[src/rtl/psb_pkg.sv]
// ----------------------------------------------------------------------------
// psb_pkg
// Shared types and constants for the palette sprite blitter.
// ----------------------------------------------------------------------------
`default_nettype none

package psb_pkg;

    localparam int PALETTE_ENTRIES = 16;
    localparam int PAL_AW          = $clog2(PALETTE_ENTRIES);
    localparam int MAX_DIMENSION   = 1024;
    localparam int DIM_W           = $clog2(MAX_DIMENSION);
    localparam int OFF_W           = DIM_W + 1;
    localparam int COORD_W         = DIM_W + 2;
    localparam int IDX_W           = 4;
    localparam int COLOR_W         = 16;
    localparam int CFG_IDX_W       = 3;
    localparam int CFG_DATA_W      = OFF_W;
    localparam int QDEPTH          = 2;
    localparam int QPTR_W          = $clog2(QDEPTH);
    localparam int QCNT_W          = $clog2(QDEPTH + 1);

    typedef enum logic {
        CMD_PALETTE_WRITE = 1'b0,
        CMD_PIXEL         = 1'b1
    } t_cmd;

    typedef enum logic [CFG_IDX_W-1:0] {
        REG_SOURCE_WIDTH  = 3'd0,
        REG_SOURCE_HEIGHT = 3'd1,
        REG_DEST_WIDTH    = 3'd2,
        REG_DEST_HEIGHT   = 3'd3,
        REG_OFFSET_X      = 3'd4,
        REG_OFFSET_Y      = 3'd5
    } t_reg_idx;

    // One classified word between front and back.
    typedef struct packed {
        t_cmd               cmd;
        logic               hit;      // index lies inside the palette
        logic               vis;      // pixel survives clipping and transparency
        logic [IDX_W-1:0]   pixel_index;
        logic [COLOR_W-1:0] color;
        logic [DIM_W-1:0]   dx;
        logic [DIM_W-1:0]   dy;
        logic               last;
    } t_qent;

    typedef struct packed {
        logic [DIM_W-1:0] col;
        logic [DIM_W-1:0] row;
        logic             pix_last;   // current pixel closes the sprite
    } t_fstat;

    typedef struct packed {
        logic full;
        logic empty;
    } t_qstat;

endpackage

`default_nettype wire

[src/rtl/psb_ifs.sv]
// ----------------------------------------------------------------------------
// psb_ifs
// Handshake channels of the palette sprite blitter: pixel/command input,
// result output and register writes.
// ----------------------------------------------------------------------------
`default_nettype none

interface psb_pix_if;
    logic                       valid;
    logic                       ready;
    logic                       command;
    logic [psb_pkg::IDX_W-1:0]  pixel_index;
    logic [psb_pkg::COLOR_W-1:0] entry_color;

    modport source(output valid, output command, output pixel_index,
                   output entry_color, input ready);
    modport sink(input valid, input command, input pixel_index,
                 input entry_color, output ready);
endinterface

interface psb_res_if;
    logic                        valid;
    logic                        ready;
    logic                        write_enable;
    logic [psb_pkg::DIM_W-1:0]   dest_x;
    logic [psb_pkg::DIM_W-1:0]   dest_y;
    logic [psb_pkg::COLOR_W-1:0] color;
    logic                        last;

    modport source(output valid, output write_enable, output dest_x, output dest_y,
                   output color, output last, input ready);
    modport sink(input valid, input write_enable, input dest_x, input dest_y,
                 input color, input last, output ready);
endinterface

interface psb_cfg_if;
    logic                           valid;
    logic                           ready;
    logic [psb_pkg::CFG_IDX_W-1:0]  index;
    logic [psb_pkg::CFG_DATA_W-1:0] data;

    modport source(output valid, output index, output data, input ready);
    modport sink(input valid, input index, input data, output ready);
endinterface

`default_nettype wire

[src/rtl/psb_front.sv]
// ----------------------------------------------------------------------------
// psb_front
// Accepts commands, holds the registers and the raster counters, computes
// the destination coordinate and clips it, and pushes one classified word.
// ----------------------------------------------------------------------------
`default_nettype none

module psb_front import psb_pkg::*; (
    input  logic    i_clk,
    input  logic    i_rst_n,
    psb_pix_if.sink i_pix,
    psb_cfg_if.sink i_cfg,
    input  logic    i_full,
    output logic    o_push,
    output t_qent   o_entry,
    output t_fstat  o_stat
);

    logic [DIM_W-1:0]       r_src_w;
    logic [DIM_W-1:0]       r_src_h;
    logic [DIM_W-1:0]       r_dst_w;
    logic [DIM_W-1:0]       r_dst_h;
    logic [OFF_W-1:0]       r_off_x;
    logic [OFF_W-1:0]       r_off_y;
    logic [DIM_W-1:0]       r_col;
    logic [DIM_W-1:0]       r_row;

    logic [DIM_W:0]         col_inc;
    logic [DIM_W:0]         row_inc;
    logic                   col_end;
    logic                   row_end;
    logic [COORD_W-1:0]     dx;
    logic [COORD_W-1:0]     dy;
    logic                   x_ok;
    logic                   y_ok;
    logic                   hit;
    logic                   pix_acc;

    assign i_cfg.ready = 1'b1;
    assign i_pix.ready = !i_full;
    assign o_push      = i_pix.valid && !i_full;
    assign pix_acc     = o_push && (t_cmd'(i_pix.command) == CMD_PIXEL);

    always_comb begin
        col_inc = {1'b0, r_col} + (DIM_W+1)'(1);
        row_inc = {1'b0, r_row} + (DIM_W+1)'(1);
        col_end = col_inc >= {1'b0, r_src_w};
        row_end = row_inc >= {1'b0, r_src_h};
        // sign-extend the offset, zero-extend the counter
        dx   = {2'b00, r_col} + {r_off_x[OFF_W-1], r_off_x};
        dy   = {2'b00, r_row} + {r_off_y[OFF_W-1], r_off_y};
        x_ok = !dx[COORD_W-1] && (dx[COORD_W-2:0] < {1'b0, r_dst_w});
        y_ok = !dy[COORD_W-1] && (dy[COORD_W-2:0] < {1'b0, r_dst_h});
        hit  = 32'(i_pix.pixel_index) < PALETTE_ENTRIES;

        o_entry.cmd         = t_cmd'(i_pix.command);
        o_entry.hit         = hit;
        o_entry.vis         = hit && (i_pix.pixel_index != '0) && x_ok && y_ok;
        o_entry.pixel_index = i_pix.pixel_index;
        o_entry.color       = i_pix.entry_color;
        o_entry.dx          = dx[DIM_W-1:0];
        o_entry.dy          = dy[DIM_W-1:0];
        o_entry.last        = col_end && row_end;

        o_stat.col      = r_col;
        o_stat.row      = r_row;
        o_stat.pix_last = col_end && row_end;
    end

    always_ff @(posedge i_clk) begin
        if (!i_rst_n) begin
            r_src_w <= DIM_W'(1);
            r_src_h <= DIM_W'(1);
            r_dst_w <= DIM_W'(1);
            r_dst_h <= DIM_W'(1);
            r_off_x <= '0;
            r_off_y <= '0;
        end else if (i_cfg.valid) begin
            unique case (i_cfg.index)
                REG_SOURCE_WIDTH:  r_src_w <= i_cfg.data[DIM_W-1:0];
                REG_SOURCE_HEIGHT: r_src_h <= i_cfg.data[DIM_W-1:0];
                REG_DEST_WIDTH:    r_dst_w <= i_cfg.data[DIM_W-1:0];
                REG_DEST_HEIGHT:   r_dst_h <= i_cfg.data[DIM_W-1:0];
                REG_OFFSET_X:      r_off_x <= i_cfg.data[OFF_W-1:0];
                REG_OFFSET_Y:      r_off_y <= i_cfg.data[OFF_W-1:0];
                default: ;
            endcase
        end
    end

    // Advance the raster position; wrap on the last column and last row.
    always_ff @(posedge i_clk) begin
        if (!i_rst_n) begin
            r_col <= '0;
            r_row <= '0;
        end else if (pix_acc) begin
            if (col_end) begin
                r_col <= '0;
                r_row <= row_end ? '0 : row_inc[DIM_W-1:0];
            end else begin
                r_col <= col_inc[DIM_W-1:0];
            end
        end
    end

endmodule

`default_nettype wire

[src/rtl/psb_fifo.sv]
// ----------------------------------------------------------------------------
// psb_fifo
// Short queue of classified words between the front and the back.
// ----------------------------------------------------------------------------
`default_nettype none

module psb_fifo import psb_pkg::*; (
    input  logic   i_clk,
    input  logic   i_rst_n,
    input  logic   i_push,
    input  t_qent  i_entry,
    input  logic   i_pop,
    output t_qent  o_entry,
    output t_qstat o_stat
);

    t_qent             r_mem [QDEPTH];
    logic [QPTR_W-1:0] r_wr;
    logic [QPTR_W-1:0] r_rd;
    logic [QCNT_W-1:0] r_cnt;

    assign o_entry      = r_mem[r_rd];
    assign o_stat.full  = r_cnt == QCNT_W'(QDEPTH);
    assign o_stat.empty = r_cnt == '0;

    always_ff @(posedge i_clk) begin
        if (i_push) begin
            r_mem[r_wr] <= i_entry;
        end
    end

    always_ff @(posedge i_clk) begin
        if (!i_rst_n) begin
            r_wr  <= '0;
            r_rd  <= '0;
            r_cnt <= '0;
        end else begin
            if (i_push) begin
                r_wr <= (32'(r_wr) == QDEPTH - 1) ? '0 : r_wr + QPTR_W'(1);
            end
            if (i_pop) begin
                r_rd <= (32'(r_rd) == QDEPTH - 1) ? '0 : r_rd + QPTR_W'(1);
            end
            if (i_push && !i_pop) begin
                r_cnt <= r_cnt + QCNT_W'(1);
            end else if (i_pop && !i_push) begin
                r_cnt <= r_cnt - QCNT_W'(1);
            end
        end
    end

endmodule

`default_nettype wire

[src/rtl/psb_back.sv]
// ----------------------------------------------------------------------------
// psb_back
// Owns the palette: applies palette writes in order and turns pixel words
// into registered result words.
// ----------------------------------------------------------------------------
`default_nettype none

module psb_back import psb_pkg::*; (
    input  logic      i_clk,
    input  logic      i_rst_n,
    input  t_qent     i_entry,
    input  logic      i_empty,
    output logic      o_pop,
    psb_res_if.source o_res
);

    logic [COLOR_W-1:0] r_pal [PALETTE_ENTRIES];
    logic               r_valid;
    logic               r_we;
    logic [DIM_W-1:0]   r_x;
    logic [DIM_W-1:0]   r_y;
    logic [COLOR_W-1:0] r_color;
    logic               r_last;
    logic [PAL_AW-1:0]  addr;
    logic               is_pix;

    assign addr   = i_entry.pixel_index[PAL_AW-1:0];
    assign is_pix = i_entry.cmd == CMD_PIXEL;
    // pop whenever the output register is free or being emptied
    assign o_pop  = !i_empty && (!r_valid || o_res.ready);

    assign o_res.valid        = r_valid;
    assign o_res.write_enable = r_we;
    assign o_res.dest_x       = r_x;
    assign o_res.dest_y       = r_y;
    assign o_res.color        = r_color;
    assign o_res.last         = r_last;

    always_ff @(posedge i_clk) begin
        if (o_pop && !is_pix && i_entry.hit) begin
            r_pal[addr] <= i_entry.color;
        end
    end

    always_ff @(posedge i_clk) begin
        if (!i_rst_n) begin
            r_valid <= 1'b0;
        end else if (o_pop) begin
            r_valid <= is_pix;
        end else if (o_res.ready) begin
            r_valid <= 1'b0;
        end
    end

    // Zero the coordinate and color fields of a word that writes nothing.
    always_ff @(posedge i_clk) begin
        if (o_pop && is_pix) begin
            r_we    <= i_entry.vis;
            r_x     <= i_entry.vis ? i_entry.dx : '0;
            r_y     <= i_entry.vis ? i_entry.dy : '0;
            r_color <= i_entry.vis ? r_pal[addr] : '0;
            r_last  <= i_entry.last;
        end
    end

endmodule

`default_nettype wire

[src/rtl/palette_sprite_blit_clipped.sv]
// ----------------------------------------------------------------------------
// palette_sprite_blit_clipped
// Sprite blitter: raster-order palette indices in, clipped destination
// writes out, with a 16-entry palette loaded by command.
// ----------------------------------------------------------------------------
//  channel  dir  handshake            payload
//  i_pix    in   valid/ready          command, pixel_index, entry_color
//  i_cfg    in   valid/ready (ready=1) index, data
//  o_res    out  valid/ready          write_enable, dest_x, dest_y, color, last
//
//  One word per cycle sustained while o_res does not stall; a pixel result
//  passes through the queue and then the output register before it is valid.
//  Palette writes take one queue slot and give no result.
//  Reset is synchronous; the palette holds garbage until written.
//  A stall on o_res fills the two-word queue, then i_pix.ready drops.
// ----------------------------------------------------------------------------
`default_nettype none

module palette_sprite_blit_clipped import psb_pkg::*; (
    input  logic      i_clk,
    input  logic      i_rst_n,
    psb_pix_if.sink   i_pix,
    psb_cfg_if.sink   i_cfg,
    psb_res_if.source o_res
);

    logic   push;
    logic   pop;
    t_qent  f_entry;
    t_qent  q_entry;
    t_qstat q_stat;
    t_fstat f_stat;
    logic   pix_acc;

    psb_front u_front (
        .i_clk   (i_clk),
        .i_rst_n (i_rst_n),
        .i_pix   (i_pix),
        .i_cfg   (i_cfg),
        .i_full  (q_stat.full),
        .o_push  (push),
        .o_entry (f_entry),
        .o_stat  (f_stat)
    );

    psb_fifo u_fifo (
        .i_clk   (i_clk),
        .i_rst_n (i_rst_n),
        .i_push  (push),
        .i_entry (f_entry),
        .i_pop   (pop),
        .o_entry (q_entry),
        .o_stat  (q_stat)
    );

    psb_back u_back (
        .i_clk   (i_clk),
        .i_rst_n (i_rst_n),
        .i_entry (q_entry),
        .i_empty (q_stat.empty),
        .o_pop   (pop),
        .o_res   (o_res)
    );

    assign pix_acc = i_pix.valid && i_pix.ready && i_pix.command;

    a_blank_fields: assert property (@(posedge i_clk) disable iff (!i_rst_n)
        (o_res.valid && !o_res.write_enable) |->
        (o_res.dest_x == '0 && o_res.dest_y == '0 && o_res.color == '0))
        else $error("result without write carries nonzero fields");

    a_queue_status: assert property (@(posedge i_clk) disable iff (!i_rst_n)
        !(q_stat.full && q_stat.empty))
        else $error("queue reports full and empty together");

    a_sprite_wrap: assert property (@(posedge i_clk) disable iff (!i_rst_n)
        (pix_acc && f_stat.pix_last) |=> (f_stat.col == '0 && f_stat.row == '0))
        else $error("raster counters did not wrap after last pixel");

    a_result_source: assert property (@(posedge i_clk) disable iff (!i_rst_n)
        $rose(o_res.valid) |-> $past(pop))
        else $error("result appeared without a queue pop");

endmodule

`default_nettype wire

[src/flat_wrapper.sv]
// flat-port wrapper written by rule: the top's interface ports become plain ports
module palette_sprite_blit_clipped_flat import psb_pkg::*;
  (i_clk, i_rst_n, i_pix_valid, i_pix_command, i_pix_pixel_index, i_pix_entry_color, i_pix_ready, i_cfg_valid, i_cfg_index, i_cfg_data, i_cfg_ready, o_res_valid, o_res_write_enable, o_res_dest_x, o_res_dest_y, o_res_color, o_res_last, o_res_ready);
  psb_pix_if i_pix_i ();
  psb_cfg_if i_cfg_i ();
  psb_res_if o_res_i ();
  input  logic i_clk;
  input  logic i_rst_n;
  input wire logic [$bits(i_pix_i.valid)-1:0] i_pix_valid;
  input wire logic [$bits(i_pix_i.command)-1:0] i_pix_command;
  input wire logic [$bits(i_pix_i.pixel_index)-1:0] i_pix_pixel_index;
  input wire logic [$bits(i_pix_i.entry_color)-1:0] i_pix_entry_color;
  output wire logic [$bits(i_pix_i.ready)-1:0] i_pix_ready;
  input wire logic [$bits(i_cfg_i.valid)-1:0] i_cfg_valid;
  input wire logic [$bits(i_cfg_i.index)-1:0] i_cfg_index;
  input wire logic [$bits(i_cfg_i.data)-1:0] i_cfg_data;
  output wire logic [$bits(i_cfg_i.ready)-1:0] i_cfg_ready;
  output wire logic [$bits(o_res_i.valid)-1:0] o_res_valid;
  output wire logic [$bits(o_res_i.write_enable)-1:0] o_res_write_enable;
  output wire logic [$bits(o_res_i.dest_x)-1:0] o_res_dest_x;
  output wire logic [$bits(o_res_i.dest_y)-1:0] o_res_dest_y;
  output wire logic [$bits(o_res_i.color)-1:0] o_res_color;
  output wire logic [$bits(o_res_i.last)-1:0] o_res_last;
  input wire logic [$bits(o_res_i.ready)-1:0] o_res_ready;
  assign i_pix_i.valid = i_pix_valid;
  assign i_pix_i.command = i_pix_command;
  assign i_pix_i.pixel_index = i_pix_pixel_index;
  assign i_pix_i.entry_color = i_pix_entry_color;
  assign i_pix_ready = i_pix_i.ready;
  assign i_cfg_i.valid = i_cfg_valid;
  assign i_cfg_i.index = i_cfg_index;
  assign i_cfg_i.data = i_cfg_data;
  assign i_cfg_ready = i_cfg_i.ready;
  assign o_res_valid = o_res_i.valid;
  assign o_res_write_enable = o_res_i.write_enable;
  assign o_res_dest_x = o_res_i.dest_x;
  assign o_res_dest_y = o_res_i.dest_y;
  assign o_res_color = o_res_i.color;
  assign o_res_last = o_res_i.last;
  assign o_res_i.ready = o_res_ready;
  palette_sprite_blit_clipped u_core (.i_clk(i_clk), .i_rst_n(i_rst_n), .i_pix(i_pix_i), .i_cfg(i_cfg_i), .o_res(o_res_i));
endmodule
[config.mk]
export PLATFORM = sky130hd
export DESIGN_NAME = palette_sprite_blit_clipped_flat
export DESIGN_NICKNAME = d
export VERILOG_FILES = /design/src/rtl/psb_pkg.sv /design/src/rtl/psb_ifs.sv /design/src/rtl/psb_front.sv /design/src/rtl/psb_fifo.sv /design/src/rtl/psb_back.sv /design/src/rtl/palette_sprite_blit_clipped.sv /design/src/flat_wrapper.sv
export SDC_FILE = /design/constraint.sdc
export NUM_CORES = 1
export LEC_CHECK = 0
export BUFFER_PORTS_ARGS = -buffer_cell sky130_fd_sc_hd__buf_4
export CORE_MARGIN = 4
export CORE_UTILIZATION = 45
export CTS_CLUSTER_DIAMETER = 80
export DETAILED_ROUTE_END_ITERATION = 10
export GPL_ROUTABILITY_DRIVEN = 0
export SLEW_MARGIN = 20
export SYNTH_ARGS = -nofsm -noshare
export SYNTH_HDL_FRONTEND = slang
export SYNTH_SLANG_ARGS = --single-unit
[constraint.sdc]
create_clock -name i_clk -period 5.75 [get_ports i_clk]
set_input_delay 1.15 -clock i_clk [delete_from_list [all_inputs] [get_ports i_clk]]
set_output_delay 1.15 -clock i_clk [all_outputs]
set_load 0.02 [all_outputs]
# Word level (Yosys, flattened, before mapping)
# Memories as Yosys holds them, arrays and structs flattened. A register that Yosys moved wholly into a read port is not among the register bits.
# Cells that the tools add are included.
# classes
shift	0
mul	0
bitwise_logic	0
addsub	8
order_cmp	4
reduce_logical	35
n_div	0
eq_ne	6
n_mux	14
# op_table
op	n
adder 11 x 11 -> 12 bit	2
adder 10 x 1 -> 11 bit, second input constant	2
>= comparator 11 x 10 -> 1 bit	2
less-than comparator 11 x 10 -> 1 bit	2
two-way mux 10 bit	2
AND reduction 2 bit	7
logical AND 1 bit	12
two-way mux 1 bit	10
logical NOT 1 bit	9
== test 3 x 2 -> 1 bit, second input constant	2
== test 3 bit, second input constant	2
two-way mux 2 bit	2
nonzero test 2 bit	2
nonzero test 4 bit	1
== test 3 x 1 -> 1 bit, second input constant	1
logical NOT 3 bit	1
adder 1 bit, second input constant	2
adder 2 x 1 -> 2 bit, second input constant	1
== test 2 bit, second input constant	1
logical NOT 2 bit	1
subtractor 2 x 1 -> 2 bit, second input constant	1
logical AND 1 bit, second input constant	1
logical OR 1 bit	1
# word_totals
in_bits	40
wordCells	85
romBits	0
memories	2
ram_bits	342
register_bits	109
out_inout_bits	41
latch_bits	0
# memory_table
memory	words	word_bits	read_ports	rd_clocked_by_memory_dff	wr	line	source
u_core.u_back.r_pal	16	16	1	1	1	psb_back.sv:17	logic [COLOR_W-1:0] r_pal [PALETTE_ENTRIES];
u_core.u_fifo.r_mem	2	43	1	1	1	psb_fifo.sv:17	t_qent r_mem [QDEPTH];

# Longest topological paths before layout
# depth
ltp_word	7
depth_mapped	16
mapped_depth_nobuf	16

# By module
# A second synthesis with hierarchy kept.
# hier_totals
cells_unflattened	1384
area_unflattened_um2	20271.9
# by_module_without_submodules
module	n_inst	seq_area_each_um2	area_each_um2	cells_per_inst
psb_back	1	8848.5	11302.1	543
psb_front	1	1641.6	5577.8	682
psb_fifo	1	2742.6	3392.0	159

# Least setup slack after synthesis
# OpenSTA, ideal clock, no wires.
# synth_timing
path_kind	input to register
startpoint	input i_pix_valid
endpoint	memory u_core.u_fifo.r_mem[0][0] in the netlist's numbering (enable)
setup_time_ns	0.444
path_slack_ns	2.252
t_required_ns	5.306
n_path_buf	0
stages	2
arrival_time_ns	3.055
path_cell_list	nand2_1 > nor2_1
# synth_between
elab_chain_cells	3
# synth_lines
element	line	source
start: declaration	flat_wrapper.sv:9	input wire logic [$bits(i_pix_i.valid)-1:0] i_pix_valid;
logical AND 1 bit	psb_front.sv:41	assign o_push = i_pix.valid && !i_full;
two-way mux 1 bit	psb_fifo.sv:27	if (i_push) begin
two-way mux 1 bit (not written as such)	psb_fifo.sv:28	r_mem[r_wr] <= i_entry;
end: declaration	psb_fifo.sv:17	
# Every way passes these cells.

==> PnR_summary.wiki <==
{| class="wikitable"
! Metric !! Value
|-
| Outcome || completed
|-
| Launch point of the worst hold path || u_core.u_front.r_src_w[4]
|-
| Initial core utilization || 45.8%
|-
| Count of input and output buffers || 79
|-
| Avg WL per Cell || 19.2 um
|-
| Count of buffers added by post-CTS timing repair for setup || 0
|-
| DR iter-0 viols || 940
|-
| Actual slew at the worst max-slew pin || 1090 ps
|-
| Ys flop type || edfxtp_1
|-
| Final hold viol count || 0
|-
| Sw power || 3.03 mW
|-
| Max-cap check violation count || 0
|-
| Number of slew-limit violations in the final report || 0
|-
| CTS sink count || 468
|-
| Synth warn || 0
|-
| Cell area after synthesis || 19,900 um^2
|-
| Post-route setup TNS || 0 ps
|-
| R2R depth || 16
|-
| First-pass iteration count of the detailed router || 5
|-
| Sequential Area || 13,200 um^2
|-
| Reg-to-reg endpoint || u_core.u_fifo.r_mem[0][41]
|-
| Final core occ || 52.1%
|-
| Die outline width || 218 um
|-
| Number of nets in the synthesized netlist || 1,769
|-
| Sequential element share of the synthesized area || 66.2%
|-
| Pin count of the biggest net entering global routing || 66
|-
| Flip-flop and latch count after synthesis || 468
|-
| Synthesized-area fraction occupied by ao, oa, aoi and oai cells || 8.45%
|-
| Worst hold-check slack || 453 ps
|-
| Half-perimeter wire length after detailed placement || 28.5 mm
|-
| Cell count of the worst hold path || 2
|-
| Final layout net count || 1,830
|-
| Final standard cell area without fillers || 22,600 um^2
|-
| Sequential group share of total power || 44.9%
|-
| Total power density per cell area || 430 nW/um^2
|-
| Ys async rst share || 0%
|-
| Clock buffers created by TritonCTS || 49
|-
| Post-detailed-route DRC marker count || 0
|-
| WP data arrival || 3970 ps
|-
| Clock share of power || 31.8%
|-
| Portion of total power attributed to combinational logic || 23.3%
|-
| Share of the synthesized netlist area taken by xor and xnor gates || 1.50%
|-
| Cell-internal power || 6.71 mW
|-
| Largest voltage drop on the vdd net || 0.244 mV
|-
| Dominant combinational cell family by area after synthesis || simple AND/OR/NAND/NOR gates
|-
| Number of global-route vias before repair || 12.5k
|-
| CP Capture Type || flop
|-
| Worst path required time || 6130 ps
|-
| F_max || 0.279 GHz
|-
| Combined global-route utilization of all metal layers || 18.9%
|-
| ANT nets after route || 0
|-
| Maximum clock path buffer count || 3
|-
| Final setup fails || 0
|-
| Setup repair after global routing missed its margin || no
|-
| Slew margin rel. || 27.2%
|-
| Count of inserted antenna diode cells || 0
|-
| Number of antenna violations at the first check in global routing || 1
|-
| Area taken by multi-input logic gates || 6250 um^2
|-
| Clock root buffer || clkbuf_16
|-
| CTS H-tree depth || 2
|-
| Die Y-Extent || 218 um
|-
| Post-route clock skew || 21.9 ps
|-
| Die Footprint || 47,700 um^2
|-
| Reg-to-Reg Start || u_core.u_front.r_row[0]
|-
| Crit share post-route || 62.4%
|-
| I/O pin count || 81
|-
| Path category of the worst min-delay check || reg2reg
|-
| Global-route wire length before repair || 70.5 mm
|-
| Layout cells sized above 1 || 12.8%
|-
| Average via count per standard cell || 5.40
|-
| Total congestion overflow || 0
|-
| Clock period minus final worst setup slack || 3590 ps
|-
| Clock transition at path regs || 60 ps
|-
| Number of cells upsized or downsized after cts || 0
|-
| Filler cell count || 3,789
|-
| Layout overhead on the synthesized area || 13.6%
|-
| Yosys cell types || 66
|-
| Kind of launch point of the worst setup path || flop
|-
| Leading cell type in the layout, fill and taps excluded || nand2_1
|-
| Crit-path max FO || 6
|-
| Leak || 8.18 nW
|-
| Design Power || 9.74 mW
|-
| Basic-gate share of the synthesized area counting and, or, nand and nor cells || 14.4%
|-
| Hold-critical path endpoint || u_core.u_front.r_src_w[4]
|-
| Post-Synthesis Cells || 1,666
|-
| Count of flip-flops with a built-in enable after synthesis || 380
|-
| Area of the core || 43,500 um^2
|-
| Most frequent cells in the layout || nand2_1, edfxtp_1, buf_4
|-
| Instance area after placement || 21,000 um^2
|-
| Switch share || 31.1%
|-
| Source-to-sink clock delay at the later pin of the worst-skew pair || 580 ps
|-
| Adder-cell share of the synthesized area || 4.03%
|-
| Aggregate routed wire length || 45.2 mm
|-
| Multiplexer share of the synthesized area || 2.53%
|-
| TritonCTS clock tree || built
|-
| Critical path class || reg2reg
|-
| Standard-cell row count || 76
|-
| Hold-fix buffers, CTS || 0
|-
| Mean Syn Cell Area || 12.0 um^2
|-
| DR vias || 12.7k
|-
| Reg-to-reg slack, setup || 2160 ps
|}
[worst max path at each step]
stage / start / to / slack (ps) / cells after the start
after floorplan: i_pix_valid / u_core.u_fifo.r_mem[0][0] / 2250 / 2
after global placement: u_core.u_front.r_col[0] / u_core.u_fifo.r_mem[0][41] / 2300 / 15
after detailed placement: u_core.u_front.r_col[0] / u_core.u_fifo.r_mem[1][41] / 2150 / 15
after CTS: u_core.u_front.r_col[0] / u_core.u_fifo.r_mem[1][41] / 2140 / 15
after global routing: u_core.u_front.r_col[0] / u_core.u_fifo.r_mem[1][41] / 1720 / 15
final: u_core.u_front.r_row[0] / u_core.u_fifo.r_mem[0][41] / 2160 / 16
[synthesized netlist by cell type, types with 15 or more instances]
cell type / n / area (um^2)
buf_2: 30 / 150
nand3_1: 88 / 440
clkbuf_1: 33 / 124
a311oi_1: 32 / 280
nor2_1: 73 / 274
and3_1: 41 / 257
nand2_1: 417 / 1570
dfxtp_1: 88 / 1760
a31oi_1: 33 / 206
xnor2_1: 22 / 193
inv_1: 51 / 191
mux2i_1: 26 / 260
o21ai_0: 15 / 75.1
edfxtp_1: 380 / 11400
a21oi_1: 87 / 435
ha_1: 61 / 763
o22ai_1: 18 / 113
mux2_2: 19 / 214
[metrics by stage]
step,std cells,setup WS [ps]
after floorplan,1666,2250
after global placement,2261,2300
after detailed placement,2261,2150
after CTS,2352,2140
after global routing,2352,1720
final,2352,2160
[sequential cells by signal, indices dropped and copies added, names as in the netlist, named ones only]
| signal | count |
|---|---|
| u_core.u_front.r_off_y | 11 |
| u_core.u_back.o_res.dest_x | 10 |
| u_core.u_back.o_res.color | 16 |
| u_core.u_front.r_row | 10 |
| u_core.u_back.r_pal | 256 |
| u_core.u_fifo.r_wr | 1 |
| u_core.u_fifo.r_cnt | 2 |
| u_core.u_front.r_col | 10 |
| u_core.u_back.o_res.last | 1 |
| u_core.u_front.r_dst_w | 10 |
| u_core.u_front.r_off_x | 11 |
| u_core.u_front.r_src_w | 10 |
| u_core.u_front.r_src_h | 10 |
| u_core.u_back.o_res.valid | 1 |
| u_core.u_fifo.r_mem | 86 |
| u_core.u_fifo.r_rd | 1 |
| u_core.u_back.o_res.dest_y | 10 |
| u_core.u_front.r_dst_h | 10 |
| u_core.u_back.o_res.write_enable | 1 |
[area by class of cell]
| class | count | area share, % |
|---|---|---|
| clock inverter | 27 | 1.16 |
| multi-input combinational | 1064 | 27.6 |
| timing repair buffer | 92 | 3.05 |
| sequential | 468 | 58.2 |
| inverter | 52 | 0.863 |
| clock buffer | 64 | 5.80 |
| tap | 585 | 3.24 |
[power by group through the flow]
stage / sequential [mW] / combinational (mW) / clock [mW]
floorplan: 4.48 / 1.42 / 0
global placement: 4.44 / 2.25 / 0
detailed placement: 4.45 / 2.28 / 0
CTS: 4.38 / 2.29 / 3.16
global route: 4.40 / 2.48 / 3.32
finish: 4.37 / 2.27 / 3.09
[critical path: stages (launching register included)]
cell and delay (ps):
dfxtp_1 420, ha_1 250, inv_1 80, fa_1 450, nor2b_1 160, o31a_1 190, o21ai_0 90, nand2b_1 130
a21oi_1 90, xnor2_1 260, ha_1 310, a21o_1 180, nand2_1 60, nand3_1 80, a211oi_1 240, o211ai_1 120
nor3_1 270
[layer usage]
metal  vias up  share of wire (%)  GRT usage, %
met1      6213                 43          25.2
li1       6136                  -             -
met2       297                 49          32.4
met5         -                  0             0
met3        52                5.4          3.35
met4         0                1.9          4.36
[cell families (layout without fill, tap and decap cells)]
| family | after synthesis | in the layout |
|---|---|---|
| multiplexers | 47 | 47 |
| adder cells (fa/ha/maj) | 63 | 63 |
| other | 1 | 1 |
| AND/OR/NAND/NOR | 669 | 669 |
| buffers and inverters | 134 | 235 |
| flip-flops | 468 | 468 |
| AO/OA/AOI/OAI | 250 | 250 |
| XOR/XNOR | 34 | 34 |
Power figures use the tool's default switching activity.
